[config.mk]
export PLATFORM = sky130hd
export DESIGN_NAME = adc_two_point_calibration_unit
export DESIGN_NICKNAME = d
export VERILOG_FILES = /design/src/sv/atpc_pkg.sv /design/src/sv/atpc_front.sv /design/src/sv/atpc_div.sv /design/src/sv/atpc_back.sv /design/src/sv/adc_two_point_calibration_unit.sv
export SDC_FILE = /design/constraint.sdc
export NUM_CORES = 2
export LEC_CHECK = 0
export BUFFER_PORTS_ARGS = -buffer_cell sky130_fd_sc_hd__buf_2
export CAP_MARGIN = 15
export CORE_MARGIN = 5
export CORE_UTILIZATION = 58
export DETAILED_ROUTE_END_ITERATION = 16
export PLACE_DENSITY = 0.75
export SKIP_CTS_REPAIR_TIMING = 1
export SLEW_MARGIN = 20
export SYNTH_ARGS = -nofsm -noshare
export SYNTH_HDL_FRONTEND = slang
export SYNTH_SLANG_ARGS = --single-unit
[constraint.sdc]
create_clock -name clk -period 6.35 [get_ports clk]
set_input_delay 1.27 -clock clk [delete_from_list [all_inputs] [get_ports clk]]
set_output_delay 1.27 -clock clk [all_outputs]
set_load 0.1 [all_outputs]
[src/sv/atpc_pkg.sv]
package atpc_pkg;

	localparam int CHANNELS = 16;
	localparam int CH_W     = 4;
	localparam int SCALE    = 1000000;
	localparam int SCALE_W  = 20;

	localparam int REF_W    = 12;
	localparam int MASK_W   = 16;
	localparam int TRIM_W   = 8;
	localparam int RAW_W    = 12;
	localparam int CODE_W   = 16;
	localparam int STATUS_W = 2;

	// Stored gain and offset, both two's complement at scale SCALE.
	localparam int GAIN_W = 32;
	localparam int OFFS_W = 48;

	// Magnitude of SCALE times a trim difference; also the divider's dividend width.
	localparam int NUM_W     = 28;
	localparam int DIV_CNT_W = 5;

	// Configuration port.
	localparam int ADDR_W = 4;
	localparam int DATA_W = 32;
	localparam logic [1:0] REG_LOW_REF  = 2'd0;
	localparam logic [1:0] REG_HIGH_REF = 2'd1;
	localparam logic [1:0] REG_BYPASS   = 2'd2;

	localparam logic [REF_W-1:0]  LOW_REF_RESET  = 12'd2064;
	localparam logic [REF_W-1:0]  HIGH_REF_RESET = 12'd3112;
	localparam logic [MASK_W-1:0] BYPASS_RESET   = 16'hB800;

	localparam logic OP_CAL  = 1'b0;
	localparam logic OP_CORR = 1'b1;

	localparam logic [STATUS_W-1:0] ST_OK       = 2'd0;
	localparam logic [STATUS_W-1:0] ST_NO_INPUT = 2'd1;
	localparam logic [STATUS_W-1:0] ST_BAD_GAIN = 2'd2;

	// Item classes decided by the front end.
	localparam logic [1:0] KIND_CAL   = 2'd0;
	localparam logic [1:0] KIND_CORR  = 2'd1;
	localparam logic [1:0] KIND_BADCH = 2'd2;
	localparam logic [1:0] KIND_SKIP  = 2'd3;

	localparam int CMDQ_DEPTH = 2;
	localparam int CMDQ_PTR_W = 1;
	localparam int CMDQ_CNT_W = 2;

	typedef struct packed {
		logic [1:0]        kind;
		logic [CH_W-1:0]   ch;
		logic [TRIM_W-1:0] trim_low;
		logic [TRIM_W-1:0] trim_high;
		logic [RAW_W-1:0]  raw;
	} cmd_t;

	typedef struct packed {
		logic [REF_W-1:0]  low_ref;
		logic [REF_W-1:0]  high_ref;
		logic [MASK_W-1:0] bypass;
	} cfg_t;

	typedef struct packed {
		logic                 start;
		logic [DIV_CNT_W-1:0] steps;
		logic [GAIN_W-1:0]    rem_init;
		logic [NUM_W-1:0]     bits;
		logic [GAIN_W-1:0]    divisor;
	} div_req_t;

	typedef struct packed {
		logic             done;
		logic [NUM_W-1:0] quot;
	} div_rsp_t;

	typedef struct packed {
		logic [CODE_W-1:0]   code;
		logic [STATUS_W-1:0] status;
	} res_t;

endpackage

[src/sv/atpc_front.sv]
module atpc_front import atpc_pkg::*; (
	input  logic              clk,
	input  logic              arst_n,
	input  logic              push,
	output logic              full,
	input  logic              operation,
	input  logic [CH_W-1:0]   channel,
	input  logic [TRIM_W-1:0] trim_low,
	input  logic [TRIM_W-1:0] trim_high,
	input  logic [RAW_W-1:0]  raw_code,
	output cmd_t              cmd,
	output logic              cmd_valid,
	input  logic              cmd_take
);

	cmd_t                  slot_q [CMDQ_DEPTH];
	logic [CMDQ_PTR_W-1:0] wr_ptr_q;
	logic [CMDQ_PTR_W-1:0] rd_ptr_q;
	logic [CMDQ_CNT_W-1:0] cnt_q;
	cmd_t                  cmd_in;
	logic                  ch_ok;
	logic                  enq;
	logic                  deq;

	// Classify the item; a calibrate item for a missing channel is dropped here.
	always_comb begin
		ch_ok            = {1'b0, channel} < (CH_W+1)'(CHANNELS);
		cmd_in.ch        = channel;
		cmd_in.trim_low  = trim_low;
		cmd_in.trim_high = trim_high;
		cmd_in.raw       = raw_code;
		if (operation == OP_CAL) begin
			cmd_in.kind = ch_ok ? KIND_CAL : KIND_SKIP;
		end else begin
			cmd_in.kind = ch_ok ? KIND_CORR : KIND_BADCH;
		end
	end

	assign full      = (cnt_q == CMDQ_CNT_W'(CMDQ_DEPTH));
	assign cmd_valid = (cnt_q != '0);
	assign cmd       = slot_q[rd_ptr_q];
	assign enq       = push && !full && (cmd_in.kind != KIND_SKIP);
	assign deq       = cmd_take && cmd_valid;

	always_ff @(posedge clk or negedge arst_n) begin
		if (!arst_n) begin
			wr_ptr_q <= '0;
			rd_ptr_q <= '0;
			cnt_q    <= '0;
		end else begin
			if (enq) begin
				wr_ptr_q <= wr_ptr_q + 1'b1;
			end
			if (deq) begin
				rd_ptr_q <= rd_ptr_q + 1'b1;
			end
			cnt_q <= cnt_q + CMDQ_CNT_W'(enq) - CMDQ_CNT_W'(deq);
		end
	end

	always_ff @(posedge clk) begin
		if (enq) begin
			slot_q[wr_ptr_q] <= cmd_in;
		end
	end

endmodule

[src/sv/atpc_div.sv]
module atpc_div import atpc_pkg::*; (
	input  logic     clk,
	input  logic     arst_n,
	input  div_req_t req,
	output div_rsp_t rsp
);

	logic [GAIN_W-1:0]    rem_q;
	logic [NUM_W-1:0]     bits_q;
	logic [NUM_W-1:0]     quot_q;
	logic [GAIN_W-1:0]    div_q;
	logic [DIV_CNT_W-1:0] cnt_q;
	logic                 busy_q;
	logic                 done_q;
	logic [GAIN_W:0]      trial;
	logic                 fits;
	logic [GAIN_W-1:0]    rem_next;

	// Restoring division, one quotient bit per cycle. The partial remainder
	// always stays below the divisor.
	always_comb begin
		trial    = {rem_q, bits_q[NUM_W-1]};
		fits     = (trial >= {1'b0, div_q});
		rem_next = fits ? GAIN_W'(trial - {1'b0, div_q}) : GAIN_W'(trial);
	end

	assign rsp.done = done_q;
	assign rsp.quot = quot_q;

	always_ff @(posedge clk or negedge arst_n) begin
		if (!arst_n) begin
			busy_q <= 1'b0;
			done_q <= 1'b0;
			cnt_q  <= '0;
		end else begin
			done_q <= 1'b0;
			if (req.start) begin
				busy_q <= 1'b1;
				cnt_q  <= req.steps;
			end else if (busy_q) begin
				cnt_q <= cnt_q - 1'b1;
				if (cnt_q == DIV_CNT_W'(1)) begin
					busy_q <= 1'b0;
					done_q <= 1'b1;
				end
			end
		end
	end

	always_ff @(posedge clk) begin
		if (req.start) begin
			rem_q  <= req.rem_init;
			bits_q <= req.bits;
			div_q  <= req.divisor;
			quot_q <= '0;
		end else if (busy_q) begin
			rem_q  <= rem_next;
			bits_q <= {bits_q[NUM_W-2:0], 1'b0};
			quot_q <= {quot_q[NUM_W-2:0], fits};
		end
	end

endmodule

[src/sv/atpc_back.sv]
module atpc_back import atpc_pkg::*; (
	input  logic                clk,
	input  logic                arst_n,
	input  cfg_t                cfg,
	input  cmd_t                cmd,
	input  logic                cmd_valid,
	output logic                cmd_take,
	output logic                empty,
	input  logic                pop,
	output logic [CODE_W-1:0]   corrected_code,
	output logic [STATUS_W-1:0] status
);

	localparam logic [2:0] S_IDLE     = 3'd0;
	localparam logic [2:0] S_CAL_PREP = 3'd1;
	localparam logic [2:0] S_CAL_DIV  = 3'd2;
	localparam logic [2:0] S_CAL_MUL  = 3'd3;
	localparam logic [2:0] S_CAL_WR   = 3'd4;
	localparam logic [2:0] S_COR_MUL  = 3'd5;
	localparam logic [2:0] S_COR_CHK  = 3'd6;
	localparam logic [2:0] S_COR_DIV  = 3'd7;

	localparam int QLO_W  = NUM_W + REF_W + 2;
	localparam int TLS_W  = TRIM_W + SCALE_W;
	localparam int RAWS_W = RAW_W + SCALE_W;
	localparam int DIFF_W = GAIN_W + CODE_W + 1;

	logic [2:0]               state_q;
	logic [2:0]               state_d;
	cmd_t                     cmd_q;
	logic signed [GAIN_W-1:0] gain_tab_q [CHANNELS];
	logic signed [OFFS_W-1:0] offs_tab_q [CHANNELS];

	logic                     neg_q;
	logic signed [NUM_W:0]    qs_q;
	logic signed [GAIN_W-1:0] gain_new_q;
	logic signed [QLO_W-1:0]  qlo_q;
	logic [TLS_W-1:0]         tls_q;
	logic signed [DIFF_W-1:0] diff_q;
	logic signed [GAIN_W-1:0] gain_rd_q;

	div_req_t                 div_req;
	div_rsp_t                 div_rsp;

	res_t                     res_q [CMDQ_DEPTH];
	logic [CMDQ_PTR_W-1:0]    res_wr_q;
	logic [CMDQ_PTR_W-1:0]    res_rd_q;
	logic [CMDQ_CNT_W-1:0]    res_cnt_q;
	logic                     res_room;
	logic                     res_push;
	logic                     res_pop;
	res_t                     res_in;

	logic                     trim_neg;
	logic [TRIM_W-1:0]        trim_mag;
	logic [NUM_W-1:0]         num_mag;
	logic                     span_neg;
	logic                     span_zero;
	logic [REF_W-1:0]         span_mag;
	logic signed [NUM_W:0]    quot_signed;
	logic signed [QLO_W-1:0]  qs_ext;
	logic signed [QLO_W-1:0]  lo_ext;
	logic signed [QLO_W-1:0]  qlo_n;
	logic signed [GAIN_W-1:0] gain_n;
	logic [TLS_W-1:0]         tls_n;
	logic signed [OFFS_W-1:0] offs_n;
	logic [RAWS_W-1:0]        raws;
	logic signed [DIFF_W-1:0] raws_ext;
	logic signed [DIFF_W-1:0] offs_ext;
	logic signed [DIFF_W-1:0] diff_n;
	logic                     gain_bad;
	logic                     sat;

	atpc_div u_div (
		.clk    (clk),
		.arst_n (arst_n),
		.req    (div_req),
		.rsp    (div_rsp)
	);

	// Datapath for calibration: magnitudes go through the divider, the sign is
	// restored afterwards so the quotient truncates toward zero.
	always_comb begin
		trim_neg    = (cmd_q.trim_high < cmd_q.trim_low);
		trim_mag    = trim_neg ? (cmd_q.trim_low - cmd_q.trim_high)
		                       : (cmd_q.trim_high - cmd_q.trim_low);
		num_mag     = NUM_W'(NUM_W'(trim_mag) * NUM_W'(SCALE));
		span_neg    = (cfg.low_ref > cfg.high_ref);
		span_zero   = (cfg.low_ref == cfg.high_ref);
		span_mag    = span_neg ? (cfg.low_ref - cfg.high_ref) : (cfg.high_ref - cfg.low_ref);
		quot_signed = neg_q ? -$signed({1'b0, div_rsp.quot}) : $signed({1'b0, div_rsp.quot});
		qs_ext      = {{(QLO_W-NUM_W-1){qs_q[NUM_W]}}, qs_q};
		lo_ext      = $signed(QLO_W'(cfg.low_ref));
		qlo_n       = qs_ext * lo_ext;
		gain_n      = $signed(GAIN_W'(SCALE) + {{(GAIN_W-NUM_W-1){qs_q[NUM_W]}}, qs_q});
		tls_n       = TLS_W'(TLS_W'(cmd_q.trim_low) * TLS_W'(SCALE));
		offs_n      = $signed(OFFS_W'(tls_q)) - {{(OFFS_W-QLO_W){qlo_q[QLO_W-1]}}, qlo_q};
	end

	// Datapath for correction.
	always_comb begin
		raws     = RAWS_W'(RAWS_W'(cmd_q.raw) * RAWS_W'(SCALE));
		raws_ext = $signed(DIFF_W'(raws));
		offs_ext = {{(DIFF_W-OFFS_W){offs_tab_q[cmd_q.ch][OFFS_W-1]}}, offs_tab_q[cmd_q.ch]};
		diff_n   = raws_ext - offs_ext;
		gain_bad = gain_rd_q[GAIN_W-1] || (gain_rd_q == '0);
		sat      = (diff_q >= $signed({1'b0, gain_rd_q, {CODE_W{1'b0}}}));
	end

	assign res_room = (res_cnt_q != CMDQ_CNT_W'(CMDQ_DEPTH));

	always_comb begin
		state_d          = state_q;
		cmd_take         = 1'b0;
		res_push         = 1'b0;
		res_in.code      = '0;
		res_in.status    = ST_OK;
		div_req.start    = 1'b0;
		div_req.steps    = DIV_CNT_W'(NUM_W);
		div_req.rem_init = '0;
		div_req.bits     = num_mag;
		div_req.divisor  = GAIN_W'(span_mag);
		case (state_q)
			S_IDLE: begin
				if (cmd_valid && res_room) begin
					cmd_take = 1'b1;
					case (cmd.kind)
						KIND_CAL:  state_d = S_CAL_PREP;
						KIND_CORR: state_d = S_COR_MUL;
						default: begin
							res_push      = 1'b1;
							res_in.status = ST_BAD_GAIN;
						end
					endcase
				end
			end
			S_CAL_PREP: begin
				if (span_zero) begin
					state_d = S_CAL_MUL;
				end else begin
					div_req.start = 1'b1;
					state_d       = S_CAL_DIV;
				end
			end
			S_CAL_DIV: begin
				if (div_rsp.done) begin
					state_d = S_CAL_MUL;
				end
			end
			S_CAL_MUL: state_d = S_CAL_WR;
			S_CAL_WR:  state_d = S_IDLE;
			S_COR_MUL: state_d = S_COR_CHK;
			S_COR_CHK: begin
				state_d = S_IDLE;
				if (diff_q[DIFF_W-1]) begin
					res_push      = 1'b1;
					res_in.status = ST_NO_INPUT;
				end else if (cfg.bypass[cmd_q.ch]) begin
					res_push    = 1'b1;
					res_in.code = CODE_W'(cmd_q.raw);
				end else if (gain_bad) begin
					res_push      = 1'b1;
					res_in.status = ST_BAD_GAIN;
				end else if (sat) begin
					res_push    = 1'b1;
					res_in.code = '1;
				end else begin
					// The quotient is known to fit in CODE_W bits, so the upper
					// dividend bits already form a remainder below the gain.
					div_req.start    = 1'b1;
					div_req.steps    = DIV_CNT_W'(CODE_W);
					div_req.rem_init = GAIN_W'(diff_q[DIFF_W-2:CODE_W]);
					div_req.bits     = {diff_q[CODE_W-1:0], {(NUM_W-CODE_W){1'b0}}};
					div_req.divisor  = gain_rd_q;
					state_d          = S_COR_DIV;
				end
			end
			S_COR_DIV: begin
				if (div_rsp.done) begin
					res_push    = 1'b1;
					res_in.code = div_rsp.quot[CODE_W-1:0];
					state_d     = S_IDLE;
				end
			end
			default: state_d = S_IDLE;
		endcase
	end

	always_ff @(posedge clk or negedge arst_n) begin
		if (!arst_n) begin
			state_q <= S_IDLE;
			for (int i = 0; i < CHANNELS; i++) begin
				gain_tab_q[i] <= GAIN_W'(SCALE);
				offs_tab_q[i] <= '0;
			end
		end else begin
			state_q <= state_d;
			if (state_q == S_CAL_WR) begin
				gain_tab_q[cmd_q.ch] <= gain_new_q;
				offs_tab_q[cmd_q.ch] <= offs_n;
			end
		end
	end

	always_ff @(posedge clk) begin
		if (cmd_take) begin
			cmd_q <= cmd;
		end
		case (state_q)
			S_CAL_PREP: begin
				neg_q <= trim_neg ^ span_neg;
				qs_q  <= '0;
			end
			S_CAL_DIV: begin
				if (div_rsp.done) begin
					qs_q <= quot_signed;
				end
			end
			S_CAL_MUL: begin
				gain_new_q <= gain_n;
				qlo_q      <= qlo_n;
				tls_q      <= tls_n;
			end
			S_COR_MUL: begin
				diff_q    <= diff_n;
				gain_rd_q <= gain_tab_q[cmd_q.ch];
			end
			default: ;
		endcase
	end

	// Result queue toward the consumer.
	assign res_pop        = pop && !empty;
	assign empty          = (res_cnt_q == '0);
	assign corrected_code = res_q[res_rd_q].code;
	assign status         = res_q[res_rd_q].status;

	always_ff @(posedge clk or negedge arst_n) begin
		if (!arst_n) begin
			res_wr_q  <= '0;
			res_rd_q  <= '0;
			res_cnt_q <= '0;
		end else begin
			if (res_push) begin
				res_wr_q <= res_wr_q + 1'b1;
			end
			if (res_pop) begin
				res_rd_q <= res_rd_q + 1'b1;
			end
			res_cnt_q <= res_cnt_q + CMDQ_CNT_W'(res_push) - CMDQ_CNT_W'(res_pop);
		end
	end

	always_ff @(posedge clk) begin
		if (res_push) begin
			res_q[res_wr_q] <= res_in;
		end
	end

endmodule

[src/sv/adc_two_point_calibration_unit.sv]
// Two-point gain and offset correction for a 16-channel converter.
// Items enter through a queue-style port: an item is taken on a rising edge
// with push high and full low. Operation 0 calibrates one channel from its two
// trim bytes and the two reference codes and yields no result; operation 1
// corrects one raw code and yields exactly one result (code and status).
// Results leave through a queue-style port: while empty is low the oldest
// result is on corrected_code and status, and pop high takes it.
// With the back end free, a correct item that needs the divider (16 quotient
// bits, one per cycle) passes S_COR_MUL, S_COR_CHK and S_COR_DIV before its
// result is queued, and one that ends early on no input, bypass, invalid gain
// or saturation is queued from S_COR_CHK. A calibrate item holds the back end
// for a division of 28 quotient bits, skipped with equal reference codes.
// One item is worked on at a time; a two-entry input queue lets the source
// run ahead, and a two-entry result queue lets the back end finish while the
// receiver stalls. When that queue is full the back end holds off the next
// item and the input queue then fills and raises full.
// Reset clears both queues, sets every channel to unity gain and zero offset
// and loads the reference codes and bypass mask with their defaults.
// The user must write configuration over the APB port only while the block is idle; the block does not enforce it.
module adc_two_point_calibration_unit import atpc_pkg::*; (
	input  logic                clk,
	input  logic                arst_n,
	// Item input.
	input  logic                push,
	output logic                full,
	input  logic                operation,
	input  logic [CH_W-1:0]     channel,
	input  logic [TRIM_W-1:0]   trim_low,
	input  logic [TRIM_W-1:0]   trim_high,
	input  logic [RAW_W-1:0]    raw_code,
	// Result output.
	output logic                empty,
	input  logic                pop,
	output logic [CODE_W-1:0]   corrected_code,
	output logic [STATUS_W-1:0] status,
	// Configuration port.
	input  logic                psel,
	input  logic                penable,
	input  logic                pwrite,
	input  logic [ADDR_W-1:0]   paddr,
	input  logic [DATA_W-1:0]   pwdata,
	output logic [DATA_W-1:0]   prdata,
	output logic                pready
);

	cfg_t cfg_q;
	cmd_t cmd;
	logic cmd_valid;
	logic cmd_take;
	logic cfg_wr;

	// Registers sit on word addresses; the low two address bits are ignored.
	assign pready = 1'b1;
	assign cfg_wr = psel && penable && pwrite && pready;

	always_ff @(posedge clk or negedge arst_n) begin
		if (!arst_n) begin
			cfg_q.low_ref  <= LOW_REF_RESET;
			cfg_q.high_ref <= HIGH_REF_RESET;
			cfg_q.bypass   <= BYPASS_RESET;
		end else if (cfg_wr) begin
			case (paddr[ADDR_W-1:2])
				REG_LOW_REF:  cfg_q.low_ref  <= pwdata[REF_W-1:0];
				REG_HIGH_REF: cfg_q.high_ref <= pwdata[REF_W-1:0];
				REG_BYPASS:   cfg_q.bypass   <= pwdata[MASK_W-1:0];
				default: ;
			endcase
		end
	end

	always_comb begin
		case (paddr[ADDR_W-1:2])
			REG_LOW_REF:  prdata = DATA_W'(cfg_q.low_ref);
			REG_HIGH_REF: prdata = DATA_W'(cfg_q.high_ref);
			REG_BYPASS:   prdata = DATA_W'(cfg_q.bypass);
			default:      prdata = '0;
		endcase
	end

	// The front end classifies items and buffers them.
	atpc_front u_front (
		.clk       (clk),
		.arst_n    (arst_n),
		.push      (push),
		.full      (full),
		.operation (operation),
		.channel   (channel),
		.trim_low  (trim_low),
		.trim_high (trim_high),
		.raw_code  (raw_code),
		.cmd       (cmd),
		.cmd_valid (cmd_valid),
		.cmd_take  (cmd_take)
	);

	// The back end holds the channel tables, runs the arithmetic and the
	// divider, and queues results for the consumer.
	atpc_back u_back (
		.clk            (clk),
		.arst_n         (arst_n),
		.cfg            (cfg_q),
		.cmd            (cmd),
		.cmd_valid      (cmd_valid),
		.cmd_take       (cmd_take),
		.empty          (empty),
		.pop            (pop),
		.corrected_code (corrected_code),
		.status         (status)
	);

endmodule

==> flow_metrics.env <==
export IMPL_ys_ff_latch=1675
export IMPL_clock_sinks=1675
export IMPL_htree_levels=4
export IMPL_synthArstFlopShare_pct=73.19
export IMPL_first_iter_violations=5950
export IMPL_hold_class="primary input to async pin"
export IMPL_hold_violations=0
export IMPL_routedWlPerCell_um=23.59
export IMPL_postSynthCellCount=8100
export IMPL_core_um2=164600
export IMPL_cpPeakStageDelay_ps=560
export IMPL_drc=0
export IMPL_io_pins=129
export IMPL_clockBufferDepth=3
export IMPL_vias=64260
export IMPL_reg2reg_depth=27
export IMPL_path_class="register to register"
export IMPL_synth_top_area_share_pct=28.82
export IMPL_grt_use_total_pct=28.60
export IMPL_grt_setup_unrepaired="yes"
export IMPL_yosysWarnings=0
export IMPL_ys_seq_area_share_pct=45.94
export IMPL_startpoint_type="register"
export IMPL_yosys_cell_count_top_type="dfrtp_1"
export IMPL_hpwl_mm=167.3
export IMPL_avgSynthCellArea_um2=11.83
export IMPL_post_route_min_period_ps=6463
export IMPL_clkTransAtPathRegs_ps=60
export IMPL_drv_slew=0
export IMPL_fmax_ghz=0.1547
export IMPL_crit_path_end_kind="register"
export IMPL_drv_cap=0
export IMPL_failed_checks="negative setup slack"
export IMPL_grt_overflow_total=0
export IMPL_die_area_um2=173500
export IMPL_synth_main_ff_cell="dfrtp_1"
export IMPL_final_antenna_net_count=0
export IMPL_grt_max_degree=180
export IMPL_cp_max_fo=5
export IMPL_critPathArrivalTime_ps=6950
export IMPL_nets=9140
export IMPL_cp_startpoint="u_back.cmd_q[12]$_DFFE_PP_"
export IMPL_critPathRequiredTime_ps=6840
export IMPL_grt_pass1_vias=65760
export IMPL_synth_area_leaders="dfrtp_1 (29%), edfxtp_1 (13%), mux4_2 (8.1%)"
export IMPL_die_w_um=416.5
export IMPL_rrSetupSlack_ps=-110
export IMPL_finalSetupViolations=3
export IMPL_cts_buffers=172
export IMPL_slowest_stage="or4_4"
export IMPL_rows=149
export IMPL_status="finished, violations left"
export IMPL_whs_ps=470.0
export IMPL_syn_area_um2=95840
export IMPL_synthToLayoutAreaGrowth_pct=11.49
export IMPL_gp_congestion=0.9097
export IMPL_clk_root_buffer_cell="clkbuf_16"
export IMPL_skew_ps=40.96
export IMPL_firstDrtPassIters=6
export IMPL_port_buffers=93
export IMPL_die_y_um=416.5
export IMPL_slew_headroom_pct=26.74
export IMPL_worst_pin_slew_ps=1096
export IMPL_antenna_found_initial=6
export IMPL_grt_pass1_wl_mm=384.6
export IMPL_setup_ws_ps=-113.1
export IMPL_vias_per_cell=6.075
export IMPL_insertion_delay_ps=820
export IMPL_yosysTopAreaCell="dfrtp_1"
export IMPL_synth_edf_count=421
export IMPL_synth_distinct_cells=92
export IMPL_r2r_start="u_back.cmd_q[12]$_DFFE_PP_"
export IMPL_layout_drive_gt1_share_pct=23.67
export IMPL_wirelength_mm=249.6
export IMPL_r2r_end="u_back.u_div.bits_q[25]$_DFFE_PP_"
export IMPL_synth_common_cells="dfrtp_1 (1104), nand2_1 (1001), o21ai_0 (777), inv_1 (664), mux2_2 (631)"
export IMPL_cts_tree="built"
export IMPL_min_period_over_period_pct=101.8
export IMPL_initial_core_util_pct=58.22
[layer usage]
metal / vias up / track usage, % / part of all wire, %
li1: 28410 / - / -
met1: 33210 / 38.72 / 41
met2: 2148 / 46.42 / 48
met3: 503 / 4.809 / 6.5
met4: 2 / 11.75 / 4.5
met5: - / 0 / 0.0036
[registers in the layout, summed over array words and instances, names as in the netlist, 30 cells and up]
register	flops
u_back.diff_q	49
u_back.gain_new_q	30
u_back.res_q	36
u_back.gain_tab_q	480
u_front.slot_q	66
u_back.u_div.div_q	30
u_back.gain_rd_q	30
u_back.cmd_q	32
u_back.qlo_q	42
cfg_q	40
u_back.offs_tab_q	688
u_back.u_div.rem_q	32
[through the flow]
stage               util [%]  setup slack, ps  setup TNS [ps]  instance area (um2)  instances
finish                 64.91           -113.1          -156.5               106900      10580
global route           64.90           -298.4           -1129               106800      10570
CTS                    64.32           -409.1           -3255               105900      10540
detailed placement     60.80           -331.4           -2418               100100      10220
global placement       60.79           -221.3           -1658               100100      10220
floorplan                  -            2.167               0                95980       8116
[critical path, delay by kind of cell (launching register included)]
kind	cells	cell delay, ps
adder cells (fa/ha/maj)	7	2440
multiplexers	1	240
XOR/XNOR	1	170
AO/OA/AOI/OAI	10	1710
buffers and inverters	4	330
AND/OR/NAND/NOR	4	870
flip-flops	1	400
[cell families after synthesis]
family | share of synthesized area, %
AOI/OAI and AO/OA | 8.124
muxes | 16.83
and+or+nand+nor | 8.288
DFF | 45.94
adders and majority gates | 13.80
other | 0.007836
xor gates and xnor gates | 2.275
buffers and inverters | 4.728
[how the worst max path moves through the flow]
stage               slack [ps]  cells after the start                           endpoint
finish                    -110                     27  u_back.u_div.bits_q[25]$_DFFE_PP_
global placement          -220                     30  u_back.u_div.bits_q[25]$_DFFE_PP_
CTS                       -410                     30  u_back.u_div.bits_q[25]$_DFFE_PP_
floorplan                    2                     27  u_back.u_div.bits_q[25]$_DFFE_PP_
detailed placement        -330                     28  u_back.u_div.bits_q[25]$_DFFE_PP_
global route              -300                     28  u_back.u_div.bits_q[25]$_DFFE_PP_
[cells in the final DEF (no fill, tap or decap), drive strengths merged, types with 103 or more instances in the layout]
master	instances
dfstp	122
nor2	233
a21oi	183
buf	448
fa	382
nand2	1001
o21ai	783
edfxtp	421
mux2	631
ha	446
clkbuf	245
and2	212
mux4	364
inv	677
xnor2	151
a21o	103
dfrtp	1104
[area by class of cell]
type,instances,area [um2]
fillers,11960,57760
clock inverters,78,885.9
inverters,666,2500
repair buffers,448,3475
multi-input cells,5273,48290
clock buffers,245,4912
diodes,5,12.51
well taps,2189,2739
flip-flops and latches,1675,44040
Power is not shown: default switching activity piles up to over one toggle a cycle in this logic, so the estimate is an artifact.
